[src/sv/dtr_pkg.sv]
package dtr_pkg;

  // field widths
  localparam int unsigned ActionW   = 2;
  localparam int unsigned RegIdxW   = 2;
  localparam int unsigned DataW     = 8;
  localparam int unsigned CyclesW   = 8;
  localparam int unsigned DivW      = 16;
  localparam int unsigned PreW      = 11;
  // ceil(255 / 4) = 64 needs seven bits
  localparam int unsigned TickStepW = 7;

  // default step limit of one tick
  localparam int unsigned MaxStepsDef = 64;

  // action codes
  localparam logic [ActionW-1:0] ActRead  = 2'd0;
  localparam logic [ActionW-1:0] ActWrite = 2'd1;
  localparam logic [ActionW-1:0] ActTick  = 2'd2;

  // register index codes
  localparam logic [RegIdxW-1:0] RegDiv    = 2'd0;
  localparam logic [RegIdxW-1:0] RegCount  = 2'd1;
  localparam logic [RegIdxW-1:0] RegReload = 2'd2;
  localparam logic [RegIdxW-1:0] RegCtrl   = 2'd3;

  // reset values and step size
  localparam logic [DivW-1:0]  DivReset  = 16'hAB00;
  localparam logic [DataW-1:0] CtrlReset = 8'hF8;
  localparam logic [DataW-1:0] CountMax  = 8'hFF;
  localparam logic [PreW-1:0]  PreStep   = 11'd4;
  localparam logic [DivW-1:0]  DivStep   = 16'd4;

  // control bit that enables the prescaler
  localparam int unsigned CtrlEnBit = 2;

  // prescale period chosen by the clock select bits
  function automatic logic [PreW-1:0] period_of(input logic [1:0] sel);
    logic [PreW-1:0] p;
    case (sel)
      2'd0:    p = 11'd1024;
      2'd1:    p = 11'd16;
      2'd2:    p = 11'd64;
      default: p = 11'd256;
    endcase
    return p;
  endfunction

endpackage

[src/sv/dtr_if.sv]
interface dtr_req_if
  import dtr_pkg::*;
  ();
  logic               valid;
  logic               ready;
  logic [ActionW-1:0] action;
  logic [RegIdxW-1:0] reg_index;
  logic [DataW-1:0]   write_data;
  logic [CyclesW-1:0] tick_cycles;

  modport source (output valid, action, reg_index, write_data, tick_cycles, input ready);
  modport sink   (input valid, action, reg_index, write_data, tick_cycles, output ready);
endinterface

interface dtr_rsp_if
  import dtr_pkg::*;
  ();
  logic             valid;
  logic             ready;
  logic [DataW-1:0] read_data;
  logic             timer_irq;

  modport source (output valid, read_data, timer_irq, input ready);
  modport sink   (input valid, read_data, timer_irq, output ready);
endinterface

[src/sv/divider_timer_with_reload.sv]
// channel  dir  payload                                      role
// req_i    in   action, reg_index, write_data, tick_cycles   read, write or tick
// rsp_o    out  read_data, timer_irq                         one result per request
//
// a read or write is answered directly: its result is registered at the transfer edge
// a tick runs its clamped number of steps one per clock, all on
// the separate divider and prescaler adders; the result follows the last step
// (a tick of zero cycles answers at the transfer edge)
// req_i is held off while a tick runs or while an unclaimed result blocks the
// output register; reset loads the register reset values, no clearing pass
module divider_timer_with_reload
  import dtr_pkg::*;
#(
  parameter int unsigned MAX_STEPS = MaxStepsDef
) (
  input  logic      clk_i,
  input  logic      rst_ni,
  dtr_req_if.sink   req_i,
  dtr_rsp_if.source rsp_o
);

  localparam int unsigned StepW = $clog2(MAX_STEPS + 1);

  // sequencer state codes
  localparam logic StIdle = 1'b0;
  localparam logic StRun  = 1'b1;

  logic                state_q, state_d;
  logic [StepW-1:0]    steps_q, steps_d;
  logic                irq_acc_q, irq_acc_d;
  logic [DivW-1:0]     div_q, div_d;
  logic [DataW-1:0]    count_q, count_d;
  logic [DataW-1:0]    reload_q, reload_d;
  logic [DataW-1:0]    ctrl_q, ctrl_d;
  logic [PreW-1:0]     pre_q, pre_d;
  logic                rsp_valid_q, rsp_valid_d;
  logic [DataW-1:0]    rsp_data_q, rsp_data_d;
  logic                rsp_irq_q, rsp_irq_d;

  logic                req_xfer;
  logic [DataW-1:0]    rd_byte;
  logic [TickStepW+1:0] cyc_sum;
  logic [TickStepW-1:0] raw_steps;
  logic [StepW-1:0]    tick_steps;
  logic [PreW-1:0]     period;
  logic [PreW-1:0]     pre_sum;
  logic                hit;

  assign req_i.ready = (state_q == StIdle) && (!rsp_valid_q || rsp_o.ready);
  assign req_xfer    = req_i.valid && req_i.ready;

  assign rsp_o.valid     = rsp_valid_q;
  assign rsp_o.read_data = rsp_data_q;
  assign rsp_o.timer_irq = rsp_irq_q;

  // register read mux
  always_comb begin
    case (req_i.reg_index)
      RegDiv:    rd_byte = div_q[DivW-1 -: DataW];
      RegCount:  rd_byte = count_q;
      RegReload: rd_byte = reload_q;
      default:   rd_byte = ctrl_q;
    endcase
  end

  // step count of a tick, clamped
  assign cyc_sum   = {1'b0, req_i.tick_cycles} + (TickStepW + 2)'(3);
  assign raw_steps = cyc_sum[TickStepW+1:2];
  assign tick_steps = (raw_steps > TickStepW'(MAX_STEPS)) ? StepW'(MAX_STEPS)
                                                          : StepW'(raw_steps);

  // shared step unit
  assign period  = period_of(ctrl_q[1:0]);
  assign pre_sum = pre_q + PreStep;
  assign hit     = ctrl_q[CtrlEnBit] && (pre_sum >= period);

  // sequencer and register file
  always_comb begin
    state_d     = state_q;
    steps_d     = steps_q;
    irq_acc_d   = irq_acc_q;
    div_d       = div_q;
    count_d     = count_q;
    reload_d    = reload_q;
    ctrl_d      = ctrl_q;
    pre_d       = pre_q;
    rsp_valid_d = rsp_valid_q && !rsp_o.ready;
    rsp_data_d  = rsp_data_q;
    rsp_irq_d   = rsp_irq_q;

    case (state_q)
      StIdle: begin
        if (req_xfer) begin
          rsp_data_d = '0;
          rsp_irq_d  = 1'b0;
          case (req_i.action)
            ActRead: begin
              rsp_valid_d = 1'b1;
              rsp_data_d  = rd_byte;
            end
            ActWrite: begin
              rsp_valid_d = 1'b1;
              case (req_i.reg_index)
                RegDiv: begin
                  div_d   = '0;
                  count_d = '0;
                end
                RegCount:  count_d  = req_i.write_data;
                RegReload: reload_d = req_i.write_data;
                default: begin
                  if (ctrl_q[1:0] != req_i.write_data[1:0]) begin
                    count_d = '0;
                  end
                  ctrl_d = req_i.write_data;
                end
              endcase
            end
            ActTick: begin
              if (tick_steps == '0) begin
                rsp_valid_d = 1'b1;
              end else begin
                state_d   = StRun;
                steps_d   = tick_steps;
                irq_acc_d = 1'b0;
              end
            end
            default: rsp_valid_d = 1'b1;
          endcase
        end
      end
      StRun: begin
        div_d = div_q + DivStep;
        if (ctrl_q[CtrlEnBit]) begin
          pre_d = pre_sum;
        end
        if (hit) begin
          pre_d = pre_sum & (period - PreW'(1));
          if (count_q == CountMax) begin
            count_d   = reload_q;
            irq_acc_d = 1'b1;
          end else begin
            count_d = count_q + DataW'(1);
          end
        end
        steps_d = steps_q - StepW'(1);
        if (steps_q == StepW'(1)) begin
          state_d     = StIdle;
          rsp_valid_d = 1'b1;
          rsp_data_d  = '0;
          rsp_irq_d   = irq_acc_d;
        end
      end
      default: state_d = StIdle;
    endcase
  end

  // control and timer registers
  always_ff @(posedge clk_i or negedge rst_ni) begin
    if (!rst_ni) begin
      state_q     <= StIdle;
      steps_q     <= '0;
      irq_acc_q   <= 1'b0;
      div_q       <= DivReset;
      count_q     <= '0;
      reload_q    <= '0;
      ctrl_q      <= CtrlReset;
      pre_q       <= '0;
      rsp_valid_q <= 1'b0;
    end else begin
      state_q     <= state_d;
      steps_q     <= steps_d;
      irq_acc_q   <= irq_acc_d;
      div_q       <= div_d;
      count_q     <= count_d;
      reload_q    <= reload_d;
      ctrl_q      <= ctrl_d;
      pre_q       <= pre_d;
      rsp_valid_q <= rsp_valid_d;
    end
  end

  // result payload
  always_ff @(posedge clk_i) begin
    rsp_data_q <= rsp_data_d;
    rsp_irq_q  <= rsp_irq_d;
  end

  // a running tick always has steps left
  a_run_steps: assert property (@(posedge clk_i) disable iff (!rst_ni)
    (state_q == StRun) |-> (steps_q != '0))
    else $error("tick running with no steps left");

  // a divider read returns the upper byte seen at the transfer
  a_div_read: assert property (@(posedge clk_i) disable iff (!rst_ni)
    (req_xfer && req_i.action == ActRead && req_i.reg_index == RegDiv) |=>
      (rsp_o.valid && rsp_o.read_data == $past(div_q[DivW-1 -: DataW])))
    else $error("divider read mismatch");

  // an interrupt needs the prescaler enabled
  a_irq_en: assert property (@(posedge clk_i) disable iff (!rst_ni)
    (rsp_o.valid && rsp_o.timer_irq) |-> ctrl_q[CtrlEnBit])
    else $error("interrupt with prescaler disabled");

  // no request taken while a tick runs
  a_busy: assert property (@(posedge clk_i) disable iff (!rst_ni)
    (state_q == StRun) |-> !req_i.ready)
    else $error("request taken during tick");

endmodule
[src/flat_wrapper.sv]
// flat-port wrapper written by rule: the top's interface ports become plain ports
module divider_timer_with_reload_flat import dtr_pkg::*;
#(
  parameter int unsigned MAX_STEPS = MaxStepsDef
)
  (clk_i, rst_ni, req_i_valid, req_i_action, req_i_reg_index, req_i_write_data, req_i_tick_cycles, req_i_ready, rsp_o_valid, rsp_o_read_data, rsp_o_timer_irq, rsp_o_ready);
  dtr_req_if req_i_i ();
  dtr_rsp_if rsp_o_i ();
  input  logic clk_i;
  input  logic rst_ni;
  input wire logic [$bits(req_i_i.valid)-1:0] req_i_valid;
  input wire logic [$bits(req_i_i.action)-1:0] req_i_action;
  input wire logic [$bits(req_i_i.reg_index)-1:0] req_i_reg_index;
  input wire logic [$bits(req_i_i.write_data)-1:0] req_i_write_data;
  input wire logic [$bits(req_i_i.tick_cycles)-1:0] req_i_tick_cycles;
  output wire logic [$bits(req_i_i.ready)-1:0] req_i_ready;
  output wire logic [$bits(rsp_o_i.valid)-1:0] rsp_o_valid;
  output wire logic [$bits(rsp_o_i.read_data)-1:0] rsp_o_read_data;
  output wire logic [$bits(rsp_o_i.timer_irq)-1:0] rsp_o_timer_irq;
  input wire logic [$bits(rsp_o_i.ready)-1:0] rsp_o_ready;
  assign req_i_i.valid = req_i_valid;
  assign req_i_i.action = req_i_action;
  assign req_i_i.reg_index = req_i_reg_index;
  assign req_i_i.write_data = req_i_write_data;
  assign req_i_i.tick_cycles = req_i_tick_cycles;
  assign req_i_ready = req_i_i.ready;
  assign rsp_o_valid = rsp_o_i.valid;
  assign rsp_o_read_data = rsp_o_i.read_data;
  assign rsp_o_timer_irq = rsp_o_i.timer_irq;
  assign rsp_o_i.ready = rsp_o_ready;
  divider_timer_with_reload #(.MAX_STEPS(MAX_STEPS)) u_core (.clk_i(clk_i), .rst_ni(rst_ni), .req_i(req_i_i), .rsp_o(rsp_o_i));
endmodule
[config.mk]
export PLATFORM = sky130hd
export DESIGN_NAME = divider_timer_with_reload_flat
export DESIGN_NICKNAME = d
export VERILOG_FILES = /design/src/sv/dtr_pkg.sv /design/src/sv/dtr_if.sv /design/src/sv/divider_timer_with_reload.sv /design/src/flat_wrapper.sv
export SDC_FILE = /design/constraint.sdc
export NUM_CORES = 1
export LEC_CHECK = 0
export ABC_AREA = 1
export BUFFER_PORTS_ARGS = -buffer_cell sky130_fd_sc_hd__buf_2
export CORE_ASPECT_RATIO = 1.4
export CORE_MARGIN = 2
export CORE_UTILIZATION = 60
export CTS_CLUSTER_SIZE = 40
export DETAILED_ROUTE_END_ITERATION = 16
export HOLD_SLACK_MARGIN = 0.1
export PLACE_DENSITY = 0.89
export SLEW_MARGIN = 20
export SYNTH_ARGS = -nofsm -noshare
export SYNTH_HDL_FRONTEND = slang
export SYNTH_SLANG_ARGS = --single-unit
[constraint.sdc]
create_clock -name clk_i -period 2.9 [get_ports clk_i]
set_clock_uncertainty 0.2 [all_clocks]
set_input_delay 0.29 -clock clk_i [delete_from_list [all_inputs] [get_ports clk_i]]
set_output_delay 0.29 -clock clk_i [all_outputs]
set_load 0.05 [all_outputs]
==> results of run 1 <==
[flip-flops by register name, summed over array words and instances, names as in the netlist]
| register | flops |
|---|---|
| u_core.div_q | 14 |
| u_core.rsp_o.timer_irq | 1 |
| u_core.rsp_o.read_data | 8 |
| u_core.pre_q | 9 |
| u_core.ctrl_q | 8 |
| u_core.irq_acc_q | 1 |
| u_core.steps_q | 7 |
| u_core.count_q | 8 |
| u_core.reload_q | 8 |
| u_core.rsp_o.valid | 1 |
| u_core.state_q | 1 |
[layer usage]
metal	part of all wire [%]	vias to the layer above	track usage, %
li1	-	1935	-
met1	38	1880	34.0
met2	52	176	53.4
met3	5.7	41	6.45
met4	4.1	0	14.3
met5	0	-	0
[kinds of logic after synthesis]
logic type | count (synthesis)
AND/OR/NAND/NOR | 280
flip-flops | 66
buffers and inverters | 99
adder cells (fa/ha/maj) | 14
XOR/XNOR | 12
AO/OA/AOI/OAI | 95
[layout make-up]
type                    instances  area share (%)
clock inverters                 7            1.97
multi-input cells             401            44.0
inverters                      88            7.04
well taps                      95            2.50
repair buffers                 46            5.99
flip-flops and latches         66            35.9
clock buffers                   9            2.60
[synth_stat cells (4+ instances only)]
master,count
a21oi_1,11
buf_2,4
clkbuf_1,5
dfrtp_1,47
dfstp_2,10
edfxtp_1,9
ha_1,14
inv_1,82
inv_2,5
nand2_1,153
nand3_1,41
nand3_2,5
nand4_1,12
nor2_1,40
nor2_2,5
nor3_1,7
o2111ai_1,5
o211ai_1,9
o21ai_0,36
o21ai_1,23
o22ai_1,5
xor2_1,10
[worst max-delay path, delay by kind of cell, from the launching register on]
kind / cells / cell delay [ns]
simple gates: 10 / 1.15
buf+inv: 1 / 0.09
flops: 1 / 0.43
fa+ha+maj: 2 / 0.53
xor+xnor: 1 / 0.17
compound gates: 1 / 0.12
[power by group through the flow]
stage          clock (mW)  combinational (mW)  sequential [mW]
2_1_floorplan           0              0.0397            0.954
6_report            0.861              0.0987            0.936
3_5_place_dp            0              0.0865            0.954
3_3_place_gp            0              0.0840            0.954
4_1_cts             0.864              0.0974            0.936
5_1_grt             0.901               0.111            0.936
[worst min-delay path by stage]
stage | slack (ns) | endpoint | depth (start not counted) | from
finish | 0.12 | u_core.rsp_o.valid$_DFF_PN0_ | 5 | req_i_action[0]
floorplan | -0.21 | u_core.count_q[0]$_DFFE_PN0P_ | 0 | rst_ni
detailed placement | 0.06 | u_core.reload_q[4]$_DFFE_PN0P_ | 1 | rst_ni
global placement | 0.06 | u_core.count_q[1]$_DFFE_PN0P_ | 1 | rst_ni
CTS | 0.11 | u_core.rsp_o.valid$_DFF_PN0_ | 5 | req_i_action[0]
global route | 0.14 | u_core.rsp_o.valid$_DFF_PN0_ | 5 | req_i_action[0]
[repair_timing]
item | 4_1_cts | 5_1_grt
endpoints found under the hold margin | 35 | 0
hold buffers | 10 | 0
setup buffers | 0 | 0
gates resized for setup | 0 | 1
setup endpoints to repair | 0 | 9
[per-stage QoR]
stage	setup WS [ns]	cell area, um2
finish	0.149	4760
global route	0.0121	4760
CTS	0.133	4760
detailed placement	0.189	4440
global placement	0.316	4440
floorplan	0.457	4190
==> flow_results.xml, run 1 <==
<?xml version="1.0" encoding="UTF-8"?>
<metrics>
  <group name="floorplan">
    <metric name="start_util" unit="%">61.2</metric>
    <metric name="std_cell_rows" unit="">36</metric>
    <metric name="num_io_pins" unit="">35</metric>
    <metric name="die_w" unit="um">74.7</metric>
    <metric name="die-height" unit="um">103</metric>
    <metric name="design.die.area" unit="um2">7680</metric>
    <metric name="coreArea" unit="um2">6850</metric>
  </group>
  <group name="sta">
    <metric name="fin_tns_setup" unit="ns">0</metric>
    <metric name="endpoints_failing_setup" unit="">0</metric>
    <metric name="grt_setup_unrepaired" unit="">false</metric>
    <metric name="worst_slew_pin_slew" unit="ns">0.852</metric>
    <metric name="finalHoldWorstSlack" unit="ns">0.125</metric>
    <metric name="slew_headroom" unit="%">42.8</metric>
    <metric name="post-route-period-util" unit="%">94.8</metric>
    <metric name="final_hold_viol_count" unit="">0</metric>
    <metric name="period_minus_slack" unit="ns">2.75</metric>
    <metric name="clock.fmax" unit="MHz">364</metric>
    <metric name="slew_violations" unit="">0</metric>
  </group>
  <group name="cells_and_area">
    <metric name="post_layout_nonfiller_instances" unit="">712</metric>
    <metric name="fin_nets" unit="">650</metric>
    <metric name="layout.cells.most_common" unit="">nand2_1</metric>
    <metric name="final_layout_size_suffix_gt1_share" unit="%">15.1</metric>
    <metric name="synthToLayoutAreaGrowth" unit="%">13.6</metric>
    <metric name="reg_area" unit="um2">1710</metric>
    <metric name="finish.utilization" unit="%">69.6</metric>
    <metric name="antenna_fix_cells" unit="">0</metric>
    <metric name="n_fill_cell" unit="">583</metric>
    <metric name="multi_input_area" unit="um2">2090</metric>
    <metric name="layout_common_cells" unit="">nand2_1 (153), inv_1 (82), dfrtp_1 (46)</metric>
  </group>
  <group name="setup_path">
    <metric name="critical_path.startpoint" unit="">u_core.pre_q[2]$_DFFE_PN0P_</metric>
    <metric name="crit_path_end" unit="">u_core.count_q[0]$_DFFE_PN0P_</metric>
    <metric name="regToRegStartpoint" unit="">u_core.pre_q[2]$_DFFE_PN0P_</metric>
    <metric name="r2r.worst_path.cells" unit="">15</metric>
    <metric name="timing.critical_path.to_type" unit="">flip-flop</metric>
    <metric name="critPathRequiredTime" unit="ns">2.99</metric>
    <metric name="worst_path_most_repeated_cell" unit="">nand2_1</metric>
    <metric name="ff_to_ff_setup_slack" unit="ns">0.15</metric>
    <metric name="critical-path-slowest-cell" unit="">dfrtp_2</metric>
    <metric name="reg2reg_to" unit="">u_core.count_q[0]$_DFFE_PN0P_</metric>
    <metric name="worst-path-max-fanout" unit="">9</metric>
    <metric name="max_stage_delay" unit="ns">0.43</metric>
    <metric name="crit_type" unit="">flip-flop to flip-flop</metric>
    <metric name="path_cells" unit="">ha_1 &gt; nand2_1 &gt; inv_1 &gt; nand3_1 &gt; nand3b_1 &gt; xor2_1 &gt; ha_1 &gt; nand2_1 &gt; a21oi_1 &gt; nand3_1 &gt; nand3_2 &gt; nand3_4 &gt; nand2_4 &gt; nand2_1 &gt; nand2_1</metric>
    <metric name="critical_path.startpoint_type" unit="">flip-flop</metric>
    <metric name="timing.critical_path.arrival" unit="ns">2.84</metric>
  </group>
  <group name="drt">
    <metric name="post_drt_wl_per_cell" unit="um">14.9</metric>
    <metric name="post-route-drc-count" unit="">0</metric>
    <metric name="number_of_iterations_in_the_first_detailed_routing_pass" unit="">7</metric>
    <metric name="dr_total_vias" unit="">4032</metric>
    <metric name="antenna_left" unit="">0</metric>
    <metric name="drt-total-wl" unit="mm">10.6</metric>
    <metric name="detailedRoute.firstIterationViolations" unit="">292</metric>
    <metric name="route.detailed.vias_per_inst" unit="">5.66</metric>
  </group>
  <group name="clock_network">
    <metric name="cts-root-to-sink-buffers" unit="">2</metric>
    <metric name="cts.clk_slew.worst_paths" unit="ns">0.08</metric>
    <metric name="cts_root_buf" unit="">clkbuf_8</metric>
    <metric name="cts-buffers-inserted" unit="">9</metric>
    <metric name="cts_tree" unit="">built</metric>
    <metric name="cts_sinks" unit="">66</metric>
    <metric name="htreeDepth" unit="">3</metric>
    <metric name="clk_latency" unit="ns">0.36</metric>
  </group>
  <group name="grt">
    <metric name="first_global_vias" unit="">3942</metric>
    <metric name="global_route.usage.total" unit="%">30.2</metric>
    <metric name="grt_remaining_overflow" unit="">0</metric>
    <metric name="grt_antenna_before_repair" unit="">0</metric>
    <metric name="grt_pass1_wl" unit="mm">17.6</metric>
    <metric name="grt_start_max_net_pins" unit="">39</metric>
  </group>
  <group name="synthesis">
    <metric name="async_flop_share" unit="%">86.4</metric>
    <metric name="combinational_family_with_the_most_area_after_synthesis" unit="">simple AND/OR/NAND/NOR gates</metric>
    <metric name="yosys.area_share.simple" unit="%">30.4</metric>
    <metric name="synth_cell_types" unit="">39</metric>
    <metric name="synthesis.area_per_instance" unit="um2">7.41</metric>
    <metric name="synthesis.instances" unit="">566</metric>
    <metric name="synth_edf_count" unit="">9</metric>
    <metric name="yosys_warnings" unit="">0</metric>
    <metric name="mux_contribution_to_synthesized_area" unit="%">0</metric>
    <metric name="synthDominantCellAreaShare" unit="%">28.1</metric>
    <metric name="netlist_area" unit="um2">4190</metric>
    <metric name="largest_area_contributor_in_the_synthesized_netlist" unit="">dfrtp_1</metric>
    <metric name="synth_xor_area_share" unit="%">2.51</metric>
    <metric name="yosysSeqAreaShare" unit="%">40.8</metric>
    <metric name="synth-compound-area-share" unit="%">12.8</metric>
    <metric name="ys_top_cells_by_area" unit="">dfrtp_1 (28%), nand2_1 (14%), inv_1 (7.3%)</metric>
    <metric name="synth-adder-area-share" unit="%">4.18</metric>
    <metric name="synth.net_count" unit="">604</metric>
    <metric name="synth_seq_cells" unit="">66</metric>
    <metric name="dominantRegCellSynth" unit="">dfrtp_1</metric>
  </group>
  <group name="place">
    <metric name="place.gp.congestion" unit="">0.990</metric>
    <metric name="port_buffer_count" unit="">34</metric>
    <metric name="place_inst" unit="">686</metric>
    <metric name="place.detailed.hpwl" unit="mm">7.66</metric>
  </group>
  <group name="power">
    <metric name="power.share.clock" unit="%">45.4</metric>
    <metric name="pwr_density_cell" unit="nW/um2">398</metric>
    <metric name="swShare" unit="%">23.4</metric>
    <metric name="max-vdd-ir-drop" unit="V">0.000324</metric>
    <metric name="power.net_switching" unit="mW">0.443</metric>
    <metric name="combPwrFrac" unit="%">5.2</metric>
    <metric name="p_leak" unit="nW">2.36</metric>
    <metric name="total_power" unit="mW">1.90</metric>
    <metric name="power_frac_seq" unit="%">49.4</metric>
    <metric name="internal_power" unit="mW">1.45</metric>
  </group>
  <group name="outcome">
    <metric name="result_of_the_run" unit="">complete, no violations</metric>
  </group>
  <group name="run">
    <metric name="max_cap_violations" unit="">0</metric>
  </group>
  <group name="hold_path">
    <metric name="worst_hold_path_type" unit="">input pin to flip-flop</metric>
  </group>
</metrics>
No activity file was read; power rests on OpenSTA's default activity.
==> run 2: changes to the inputs <==
clock period = 3.5 ns   (was 2.9 ns; I/O delays follow)
==> flow_results.xml, run 2 (synthesized netlist as in run 1, its figures left out) <==
<?xml version="1.0" encoding="UTF-8"?>
<metrics>
  <group name="outcome">
    <metric name="result_of_the_run" unit="">complete, no violations</metric>
  </group>
  <group name="cells_and_area">
    <metric name="layout_common_cells" unit="">nand2_1 (153), inv_1 (82), dfrtp_1 (47)</metric>
    <metric name="final_layout_size_suffix_gt1_share" unit="%">14.2</metric>
    <metric name="largest_register" unit="">u_core.div_q</metric>
    <metric name="synthToLayoutAreaGrowth" unit="%">11.3</metric>
    <metric name="largest_reg_flops" unit="">14</metric>
    <metric name="non_filler_cell_area_final" unit="um2">4670</metric>
    <metric name="finish.utilization" unit="%">68.2</metric>
    <metric name="fin_nets" unit="">647</metric>
    <metric name="multi_input_area" unit="um2">2090</metric>
    <metric name="n_fill_cell" unit="">573</metric>
    <metric name="reg_area" unit="um2">1710</metric>
    <metric name="antenna_fix_cells" unit="">0</metric>
    <metric name="layout.cells.most_common" unit="">nand2_1</metric>
    <metric name="post_layout_nonfiller_instances" unit="">709</metric>
    <metric name="top_regs" unit="">u_core.div_q x14, u_core.pre_q x9</metric>
  </group>
  <group name="place">
    <metric name="place.gp.congestion" unit="">0.975</metric>
    <metric name="place_inst" unit="">686</metric>
    <metric name="postPlaceCellArea" unit="um2">4440</metric>
    <metric name="port_buffer_count" unit="">34</metric>
    <metric name="place.detailed.hpwl" unit="mm">7.69</metric>
    <metric name="dpl_worst_slack" unit="ns">0.770</metric>
  </group>
  <group name="setup_path">
    <metric name="worst-path-max-fanout" unit="">9</metric>
    <metric name="critical-path-slowest-cell" unit="">dfrtp_1</metric>
    <metric name="critical_path.startpoint_type" unit="">flip-flop</metric>
    <metric name="critical_path_depth" unit="">15</metric>
    <metric name="max_stage_delay" unit="ns">0.46</metric>
    <metric name="cpLargestDelayFamily" unit="">simple AND/OR/NAND/NOR gates</metric>
    <metric name="reg2reg_to" unit="">u_core.count_q[1]$_DFFE_PN0P_</metric>
    <metric name="crit_type" unit="">flip-flop to flip-flop</metric>
    <metric name="worst_path_most_repeated_cell" unit="">nand2_1</metric>
    <metric name="ff_to_ff_setup_slack" unit="ns">0.74</metric>
    <metric name="path_cells" unit="">ha_1 &gt; nand2_1 &gt; inv_1 &gt; nand3_1 &gt; nand3b_1 &gt; xor2_1 &gt; ha_1 &gt; nand2_1 &gt; a21oi_1 &gt; nand3_1 &gt; nand3_2 &gt; nand3_4 &gt; nand2_4 &gt; nand2_1 &gt; nand2_1</metric>
    <metric name="timing.critical_path.arrival" unit="ns">2.86</metric>
    <metric name="critPathRequiredTime" unit="ns">3.59</metric>
    <metric name="regToRegStartpoint" unit="">u_core.pre_q[2]$_DFFE_PN0P_</metric>
    <metric name="worstPathBufferInverterCount" unit="">1</metric>
    <metric name="timing.critical_path.to_type" unit="">flip-flop</metric>
    <metric name="r2r.worst_path.cells" unit="">15</metric>
  </group>
  <group name="grt">
    <metric name="grt_start_max_net_pins" unit="">44</metric>
    <metric name="global_route.usage.total" unit="%">29.5</metric>
    <metric name="grt_remaining_overflow" unit="">0</metric>
    <metric name="first_global_vias" unit="">3872</metric>
    <metric name="grt_pass1_wl" unit="mm">17.1</metric>
    <metric name="grt_antenna_before_repair" unit="">0</metric>
  </group>
  <group name="sta">
    <metric name="endpoints_failing_setup" unit="">0</metric>
    <metric name="finalHoldWorstSlack" unit="ns">0.128</metric>
    <metric name="post-route-period-util" unit="%">79.0</metric>
    <metric name="clock.fmax" unit="MHz">362</metric>
    <metric name="period_minus_slack" unit="ns">2.76</metric>
    <metric name="slew_headroom" unit="%">34.8</metric>
    <metric name="slew_violations" unit="">0</metric>
    <metric name="grt_setup_unrepaired" unit="">false</metric>
    <metric name="fin_tns_setup" unit="ns">0</metric>
    <metric name="setup_ws" unit="ns">0.735</metric>
    <metric name="final_hold_viol_count" unit="">0</metric>
    <metric name="worst_slew_pin_slew" unit="ns">0.978</metric>
  </group>
  <group name="clock_network">
    <metric name="cts_sinks" unit="">66</metric>
    <metric name="htreeDepth" unit="">3</metric>
    <metric name="cts-root-to-sink-buffers" unit="">2</metric>
    <metric name="cts-hold-fix-buffers" unit="">7</metric>
    <metric name="cts.clk_slew.worst_paths" unit="ns">0.07</metric>
    <metric name="post_cts_resize_count" unit="">0</metric>
    <metric name="cts-buffers-inserted" unit="">9</metric>
    <metric name="cts_root_buf" unit="">clkbuf_8</metric>
    <metric name="total_setup_buffers_inserted_after_cts" unit="">0</metric>
    <metric name="cts_tree" unit="">built</metric>
    <metric name="clk_latency" unit="ns">0.36</metric>
  </group>
  <group name="hold_path">
    <metric name="hold_depth" unit="">3</metric>
    <metric name="worst_hold_path_type" unit="">input pin to flip-flop</metric>
    <metric name="hold_end" unit="">u_core.ctrl_q[6]$_DFFE_PN1P_</metric>
    <metric name="hold_start" unit="">req_i_write_data[6]</metric>
  </group>
  <group name="power">
    <metric name="total_power" unit="mW">1.40</metric>
    <metric name="pwr_density_cell" unit="nW/um2">299</metric>
    <metric name="p_leak" unit="nW">2.31</metric>
    <metric name="max-vdd-ir-drop" unit="V">0.000313</metric>
  </group>
  <group name="floorplan">
    <metric name="std_cell_rows" unit="">36</metric>
    <metric name="die-height" unit="um">103</metric>
    <metric name="coreArea" unit="um2">6850</metric>
    <metric name="start_util" unit="%">61.2</metric>
    <metric name="design.die.area" unit="um2">7680</metric>
    <metric name="die_w" unit="um">74.7</metric>
    <metric name="num_io_pins" unit="">35</metric>
  </group>
  <group name="drt">
    <metric name="dr_total_vias" unit="">3986</metric>
    <metric name="detailedRoute.firstIterationViolations" unit="">328</metric>
    <metric name="drt-total-wl" unit="mm">10.4</metric>
    <metric name="post_drt_wl_per_cell" unit="um">14.7</metric>
    <metric name="route.detailed.vias_per_inst" unit="">5.62</metric>
    <metric name="number_of_iterations_in_the_first_detailed_routing_pass" unit="">5</metric>
    <metric name="antenna_left" unit="">0</metric>
    <metric name="post-route-drc-count" unit="">0</metric>
  </group>
  <group name="run">
    <metric name="max_cap_violations" unit="">0</metric>
  </group>
</metrics>
-- run 2: cell types whose count changed in the layout (fill, tap and decap cells not counted) --
cell           previous run  this run
clkinv_2                  2         1
clkinv_1                  0         2
clkinvlp_4                2         1
dfrtp_1                  46        47
clkinv_4                  1         0
dfrtp_2                   1         0
clkbuf_1                  0         3
dlygate4sd3_1            10         7
bufinv_16                 2         0
-- run 2: metal layers --
layer,wire (um),share of wire [%],global-route usage (%),vias to the layer above
met5,0,0,0,-
met4,590,5.7,20.1,0
met3,495,4.8,6.55,58
met2,5310,51,50.0,156
met1,4020,39,32.4,1837
li1,-,-,-,1935
-- run 2: tightest hold or removal path, delay by kind of cell --
kind	cells	cell delay, ns
compound gates	1	0.09
buf+inv	2	0.22
-- run 2: worst max path at each step --
stage                                        to                         from
2_1_floorplan  u_core.rsp_o.timer_irq$_DFFE_PP_  u_core.pre_q[2]$_DFFE_PN0P_
3_3_place_gp      u_core.count_q[1]$_DFFE_PN0P_  u_core.pre_q[2]$_DFFE_PN0P_
3_5_place_dp      u_core.count_q[1]$_DFFE_PN0P_  u_core.pre_q[2]$_DFFE_PN0P_
4_1_cts           u_core.count_q[1]$_DFFE_PN0P_  u_core.pre_q[2]$_DFFE_PN0P_
5_1_grt           u_core.count_q[1]$_DFFE_PN0P_  u_core.pre_q[2]$_DFFE_PN0P_
6_report          u_core.count_q[1]$_DFFE_PN0P_  u_core.pre_q[2]$_DFFE_PN0P_
-- run 2: layout make-up --
type / instances / area share (%)
Tap cell: 95 / 2.55
Timing Repair Buffer: 43 / 5.47
Inverter: 88 / 7.18
Clock inverter: 4 / 0.429
Multi-Input combinational cell: 401 / 44.9
Sequential cell: 66 / 36.6
Clock buffer: 12 / 2.89
-- run 2: report_power, final --
part                  switching (mW)  total, mW  internal, mW
Clock                          0.289      0.540         0.252
Combinational                 0.0526     0.0790        0.0265
Sequential     0.0000000000000000419      0.776         0.776
Total                          0.341       1.40          1.05
